## src/design/qli_pkg.sv

```systemverilog
// ---------------------------------------------------------------------------
// qli_pkg
// Shared constants and types for the quantile interpolation core and its
// sorter cells.
// ---------------------------------------------------------------------------
package qli_pkg;

    localparam int CAPACITY = 256;
    localparam int IDX_W    = $clog2(CAPACITY);
    localparam int CNT_W    = 9;
    localparam int SAMPLE_W = 32;
    localparam int FRAC_W   = 16;
    localparam int Q_W      = 17;

    localparam logic [Q_W-1:0] Q_ONE   = Q_W'(65536);
    localparam logic [Q_W-1:0] Q_RESET = Q_W'(32768);

    // Control that every sorter cell sees in the same cycle.
    typedef struct packed {
        logic ins;    // insert the broadcast sample
        logic shift;  // move contents one place toward cell 0
        logic clr;    // drop all contents
    } t_cell_ctl;

endpackage

```

## src/design/qli_cell.sv

```systemverilog
// ---------------------------------------------------------------------------
// qli_cell
// One cell of the insertion sorter: holds a single sample and its valid bit,
// takes the sample from the lower neighbor when an insertion pushes the row
// up, and from the upper neighbor during readout.
// ---------------------------------------------------------------------------
module qli_cell (
    input  logic                              i_clk,
    input  logic                              i_rst_n,
    input  qli_pkg::t_cell_ctl                i_ctl,
    input  logic signed [qli_pkg::SAMPLE_W-1:0] i_sample,
    input  logic                              i_prev_gt,
    input  logic signed [qli_pkg::SAMPLE_W-1:0] i_prev_value,
    input  logic                              i_prev_valid,
    input  logic signed [qli_pkg::SAMPLE_W-1:0] i_next_value,
    input  logic                              i_next_valid,
    output logic                              o_gt,
    output logic signed [qli_pkg::SAMPLE_W-1:0] o_value,
    output logic                              o_valid
);
    import qli_pkg::*;

    logic signed [SAMPLE_W-1:0] r_value;
    logic                       r_valid;

    // An empty cell counts as larger than any sample, so equal samples
    // stay ahead of the new one.
    assign o_gt    = !r_valid || (r_value > i_sample);
    assign o_value = r_value;
    assign o_valid = r_valid;

    always_ff @(posedge i_clk) begin
        if (!i_rst_n) begin
            r_valid <= 1'b0;
        end else if (i_ctl.clr) begin
            r_valid <= 1'b0;
        end else if (i_ctl.shift) begin
            r_valid <= i_next_valid;
        end else if (i_ctl.ins) begin
            r_valid <= r_valid | i_prev_valid;
        end
    end

    always_ff @(posedge i_clk) begin
        if (i_ctl.shift) begin
            r_value <= i_next_value;
        end else if (i_ctl.ins) begin
            if (i_prev_gt) begin
                r_value <= i_prev_value;
            end else if (o_gt) begin
                r_value <= i_sample;
            end
        end
    end

endmodule

```

## config.mk

```make
export PLATFORM = sky130hd
export DESIGN_NAME = qli_cell
export DESIGN_NICKNAME = d
export VERILOG_FILES = /design/src/design/qli_pkg.sv /design/src/design/qli_cell.sv
export SDC_FILE = /design/constraint.sdc
export NUM_CORES = 1
export LEC_CHECK = 0
export BUFFER_PORTS_ARGS = -buffer_cell sky130_fd_sc_hd__buf_2
export CAP_MARGIN = 0
export CELL_PAD_IN_SITES_DETAIL_PLACEMENT = 1
export CELL_PAD_IN_SITES_GLOBAL_PLACEMENT = 1
export CORE_UTILIZATION = 30
export CTS_CLUSTER_SIZE = 20
export DETAILED_ROUTE_END_ITERATION = 8
export PLACE_DENSITY_LB_ADDON = 0.1
export SYNTH_ARGS = -nofsm -noshare
export SYNTH_HDL_FRONTEND = slang
export SYNTH_SLANG_ARGS = --single-unit
```

## constraint.sdc

```tcl
create_clock -name i_clk -period 5.2 [get_ports i_clk]
set_clock_uncertainty 0.05 [all_clocks]
set_input_delay 0.52 -clock i_clk [delete_from_list [all_inputs] [get_ports i_clk]]
set_output_delay 0.52 -clock i_clk [all_outputs]
set_load 0.1 [all_outputs]
```

==> results.cfg, run 1 <==
[clock_network]
clk_path_buf_depth = 2
cts-hold-fix-buffers = 0
postCtsResizedCells = 0
cts_inserted_buffers = 5
cts.sinks = 33
cts.clk_slew.worst_paths_ns = 0.07
clock_latency_ns = 0.28
post_cts_buffers = 0
root_buffer = clkbuf_8
cts_tree = done
h-tree-depth = 2

[layout]
area_growth_pct = 35.7
drive_above_1_share = 0.377
nets = 536
final_cell_area_mm2 = 0.00341
fillCellCount = 1026
seq_area_um2 = 981
antenna_cells = 0
multi_input_area_mm2 = 0.00137
final_cells = 506

[global_route]
grt_start_max_net_pins = 68
grt_pass1_vias = 2381
grt_overflow = 0
grt_pass1_wl_um = 11200
antenna_found_initial = 0
track_usage = 0.166

[placement]
dpl_worst_slack_ns = 1.66
dpl-instance-area_mm2 = 0.00333
dpl.hpwl_um = 5660
gp_congestion = 0.691
port_buffers = 137
placed_cells = 498

[synthesis]
synth_seq_cells = 33
synth_area_mm2 = 0.00251
yosysTopAreaCell = edfxtp_1
synth.distinct_cells = 27
syn_area_per_cell_um2 = 9.52
yosysTopAreaCellShare = 0.382
synth_area_leaders = edfxtp_1 38%, ha_1 16%, mux2i_1 13%
yosysWarnings = 0
synth_cells = 264
synth.net_count = 400
ys_seq_area_frac = 0.390

[timing]
min_period_over_period = 0.661
worst_slack_ns = 1.76
max_freq_mhz = 291
slew_headroom = 0.441
rsz0062_at_grt = no
slew_viol_final = 0
min_period_ns = 3.44
finalHoldViolCount = 0
tightest_slew_ns = 0.839
setup_viol = 0
tns_ns = 0

[die]
rows = 33
die-area_mm2 = 0.00875
ioPinCount = 138
initial_utilization = 0.307
die-width_um = 93.5
fp.coreArea_mm2 = 0.00818
dieHeight_um = 93.5

[routing]
avgViaCountPerCell = 4.72
dr.pass1.iters = 4
first_iter_violations = 52
vias = 2389
final_antenna_net_count = 0
wl_um = 7000
avgRoutedWirePerCell_um = 13.8
drc = 0

[critical_path]
rrSetupSlack_ns = 1.96
reg2reg_to = o_value[12]
cp-end-kind = output pin
r2r_start = o_value[14]
arrival_ns = 2.87
cp_max_fo = 3
cp-start-kind = register
cp.required_ns = 4.63
crit_type = register to output pin
r2r_cells = 7

[worst_hold_path]
hold_path_depth = 2
hp-start = i_ctl[0]
hold_end = o_valid
min_path_type = input port to register

[job]
drv_cap = 0

[pwr]
p_per_area_mw_per_mm2 = 275
ir_drop_mv = 0.0955
leakagePower_nw = 1.78

[run_status]
status = completed
-- cell families after synthesis --
kind of cell,share of synthesized area
compound gates,0.147
fa+ha+maj,0.159
buf+inv,0.0672
flops,0.390
mux,0.127
simple gates,0.109
-- critical path, stage by stage (launching register included) --
cell,delay (ns)
edfxtp_1,0.41
ha_1,0.31
nand4_1,0.16
nor4_1,0.63
a211o_1,0.23
a211oi_2,0.10
a311oi_2,0.25
buf_2,0.48
-- placed cells by master (no fill, tap or decap) --
cell type / netlist / layout
o2bb2ai_1: 1 / 1
buf_2: 3 / 137
o31ai_4: 0 / 1
and3b_4: 1 / 1
a21oi_1: 17 / 17
nand4_1: 6 / 6
buf_4: 0 / 2
nor3b_1: 1 / 1
dfxtp_1: 1 / 1
nand2_1: 40 / 40
o21ai_0: 36 / 36
inv_1: 33 / 33
a211oi_1: 1 / 1
nor2_1: 3 / 3
a311oi_2: 1 / 1
mux2i_1: 32 / 32
edfxtp_1: 32 / 32
a2111oi_0: 1 / 1
or4_4: 1 / 1
o21a_1: 1 / 1
ha_1: 32 / 32
buf_12: 0 / 1
nand3_2: 1 / 1
nand3_1: 4 / 4
a211o_1: 1 / 1
a21o_1: 3 / 3
a211oi_2: 1 / 1
nor4_1: 2 / 2
clkbuf_1: 8 / 3
clkbuf_8: 0 / 5
-- how the worst max path moves through the flow --
stage            startpoint           to  cells past startpoint
2_1_floorplan   o_value[25]   o_value[0]                      7
3_3_place_gp   i_sample[31]  o_value[11]                      8
3_5_place_dp   i_sample[15]  o_value[11]                      9
4_1_cts         o_value[14]         o_gt                      7
5_1_grt         o_value[31]         o_gt                      6
6_report        o_value[14]         o_gt                      7
-- layout make-up --
| type | instances | share of cell area |
|---|---|---|
| inverter | 33 | 0.0363 |
| sequential | 33 | 0.288 |
| tap | 105 | 0.0385 |
| multi-input combinational | 187 | 0.402 |
| timing repair buffer | 140 | 0.211 |
| clock buffer | 8 | 0.0235 |
-- where the power goes --
part / switching [mW] / internal [mW] / total, mW
registers: 0.0141 / 0.326 / 0.340
clock network: 0.0946 / 0.0952 / 0.190
logic: 0.304 / 0.105 / 0.409
total: 0.412 / 0.526 / 0.938
-- cells in the mapped netlist --
master and count:
ha_1 32, nor3b_1 1, o21a_1 1, nor2_1 3, inv_1 33, o31ai_2 1, nand3_1 4, clkbuf_1 8
mux2i_1 32, dfxtp_1 1, o21ai_0 36, or4_4 1, nand4_1 6, and3b_4 1, a21o_1 3, nand3_2 1
a211oi_2 1, buf_2 3, a211o_1 1, a21oi_1 17, edfxtp_1 32, a311oi_2 1, a211oi_1 1, a2111oi_0 1
nand2_1 40, nor4_1 2, o2bb2ai_1 1
-- registers in the layout, summed over array words and instances, names as in the netlist --
| signal | cells |
|---|---|
| o_value | 32 |
| o_valid | 1 |
-- stage by stage --
| stage | hold WS [ns] | util | total power, mW |
|---|---|---|---|
| 6_report | 0.343 | 0.417 | 0.938 |
| 5_1_grt | 0.346 | 0.417 | 0.990 |
| 4_1_cts | 0.338 | 0.417 | 0.950 |
| 3_5_place_dp | 0.642 | 0.407 | 0.759 |
| 3_3_place_gp | 0.645 | 0.407 | 0.753 |
| 2_1_floorplan | 0.546 | - | 0.652 |
-- layer usage --
layer | global-route usage | vias to the layer above | part of all wire
met2 | 0.269 | 81 | 0.45
met1 | 0.217 | 1084 | 0.47
met5 | 0 | - | 0
li1 | - | 1217 | -
met4 | 0.0500 | 0 | 0.011
met3 | 0.0439 | 7 | 0.071
No activity file was read; power rests on OpenSTA's default activity.
==> inputs of run 2 (changes only) <==
--- a/config.mk
+++ b/config.mk
@@ -9,7 +9,7 @@
 export CAP_MARGIN = 0
 export CELL_PAD_IN_SITES_DETAIL_PLACEMENT = 1
 export CELL_PAD_IN_SITES_GLOBAL_PLACEMENT = 1
-export CORE_UTILIZATION = 30
+export CORE_UTILIZATION = 29
 export CTS_CLUSTER_SIZE = 20
 export DETAILED_ROUTE_END_ITERATION = 8
 export PLACE_DENSITY_LB_ADDON = 0.1
==> constraint.sdc (replaced) <==
create_clock -name i_clk -period 2.85 [get_ports i_clk]
set_clock_uncertainty 0.05 [all_clocks]
set_input_delay 0.285 -clock i_clk [delete_from_list [all_inputs] [get_ports i_clk]]
set_output_delay 0.285 -clock i_clk [all_outputs]
set_load 0.1 [all_outputs]
==> results.cfg, run 2 (same netlist as run 1, synthesis figures left out) <==
[run_status]
status = complete, but fails checks
violations = setup timing

[placement]
placed_cells = 503
dpl.hpwl_um = 5940
port_buffers = 137
gp_congestion = 0.703

[routing]
avgViaCountPerCell = 4.70
first_iter_violations = 40
avgRoutedWirePerCell_um = 14.2
dr.pass1.iters = 4
drc = 0
final_antenna_net_count = 0
wl_um = 7330
vias = 2426

[pwr]
comb_power_share = 0.451
ir_drop_mv = 0.177
seq_power_share = 0.358
netSwitchingPower_mw = 0.769
internal_power_mw = 0.976
p_per_area_mw_per_mm2 = 483
clockPowerShare = 0.191
leakagePower_nw = 1.85
p_sw_frac = 0.441

[critical_path]
arrival_ns = 2.54
cp.required_ns = 2.52
cp-end-kind = output pin
crit_type = register to output pin
max_stage_delay_ns = 0.53
cp-start-kind = register
worstPathCellList = ha_4 > a21o_1 > nand3_1 > a211oi_1 > or4_4 > and3b_4 > a311oi_4 > buf_12
cp_max_fo = 2
slowest_stage = or4_4

[global_route]
grt_overflow = 0
track_usage = 0.169
busiest_layer = met2
use_met1 = 0.208
grt_pass1_wl_um = 11800
grt_use_met2 = 0.290
grt_pass1_vias = 2562
grt_start_max_net_pins = 35
met3_usage = 0.0463
antenna_found_initial = 0

[timing]
max_freq_mhz = 348
finalHoldViolCount = 0
min_period_ns = 2.87
slew_viol_final = 0
setup_viol = 1
tightest_slew_ns = 0.604
worst_slack_ns = -0.0232
rsz0062_at_grt = yes
min_period_over_period = 1.01
slew_headroom = 0.597
tns_ns = -0.0232

[clock_network]
clk_path_buf_depth = 2
h-tree-depth = 2
clock_latency_ns = 0.28
cts_tree = done
cts.clk_slew.worst_paths_ns = 0.07
cts-hold-fix-buffers = 0
root_buffer = clkbuf_8
cts_inserted_buffers = 5
cts.sinks = 33

[job]
drv_cap = 0

[layout]
antenna_cells = 0
layout_commonest_cell = buf_2
final_cells = 516
fillCellCount = 1042
final_cell_mix = 136 x buf_2, 40 x nand2_1, 36 x o21ai_0, 33 x inv_1
area_growth_pct = 43.7
drive_above_1_share = 0.421
largest_reg_flops = 32
nets = 547

[die]
initial_utilization = 0.303
die-area_mm2 = 0.00904
fp.coreArea_mm2 = 0.00830
rows = 33
ioPinCount = 138
die-width_um = 95.1
dieHeight_um = 95.1

[worst_hold_path]
min_path_type = input port to register
[run 2: changes by cell type in the layout (fill, tap and decap cells not counted), sizes merged]
cell and delta:
buf +11, clkbuf -2, clkinv +1
[run 2: metal layers]
metal  up-vias  part of all wire
li1       1237                 -
met1      1101              0.44
met2        82              0.48
met3         6             0.070
met4         0            0.0082
met5         -                 0
[run 2: worst paths after layout]
path | start | endpoint | slack, ns | depth (start not counted)
max | o_value[21] | o_gt | -0.02 | 8
min | i_ctl[0] | o_valid | 0.11 | 2
max reg2reg | o_value[21] | o_value[30] | 0.10 | 9
min reg2reg | o_valid | o_valid | 0.69 | 4
[run 2: final cells by class]
class / count / area [um2] / area share
Multi-Input combinational cell: 187 / 1490 / 0.413
Clock inverter: 1 / 3.75 / 0.00104
Sequential cell: 33 / 981 / 0.272
Inverter: 33 / 124 / 0.0343
Timing Repair Buffer: 151 / 806 / 0.223
Tap cell: 105 / 131 / 0.0364
Clock buffer: 6 / 72.6 / 0.0201
[run 2: timing repair]
action | CTS | global route
hold endpoints to repair | 0 | 0
buffers inserted | 5 | 1
pin swaps | 6 | 2
cloned | 0 | 0
setup endpoints to repair | 1 | 1
gates resized for setup | 9 | 2
[run 2: critical path, delay by kind of cell, from the launching register on]
family	cells	cell delay, ns
buffers and inverters	1	0.22
and+or+nand+nor	3	0.82
adders and majority gates	1	0.24
DFF	1	0.43
AOI/OAI and AO/OA	3	0.53
[run 2: stage by stage]
stage	area, um2	total power [mW]	util	hold WS, ns	setup WS, ns
after detailed placement	3390	1.39	0.409	0.407	0.115
after CTS	3580	1.76	0.432	0.107	-0.0276
after floorplan	2540	1.19	-	0.311	-0.851
final	3610	1.74	0.435	0.111	-0.0232
after global placement	3390	1.38	0.409	0.404	0.165
after global routing	3610	1.84	0.435	0.125	-0.112
[run 2: power groups by stage]
stage	Clock, mW	Sequential (mW)	Combinational, mW
after global routing	0.361	0.632	0.851
after detailed placement	0	0.632	0.760
final	0.334	0.624	0.786
after floorplan	0	0.987	0.207
after CTS	0.344	0.624	0.787
after global placement	0	0.629	0.753
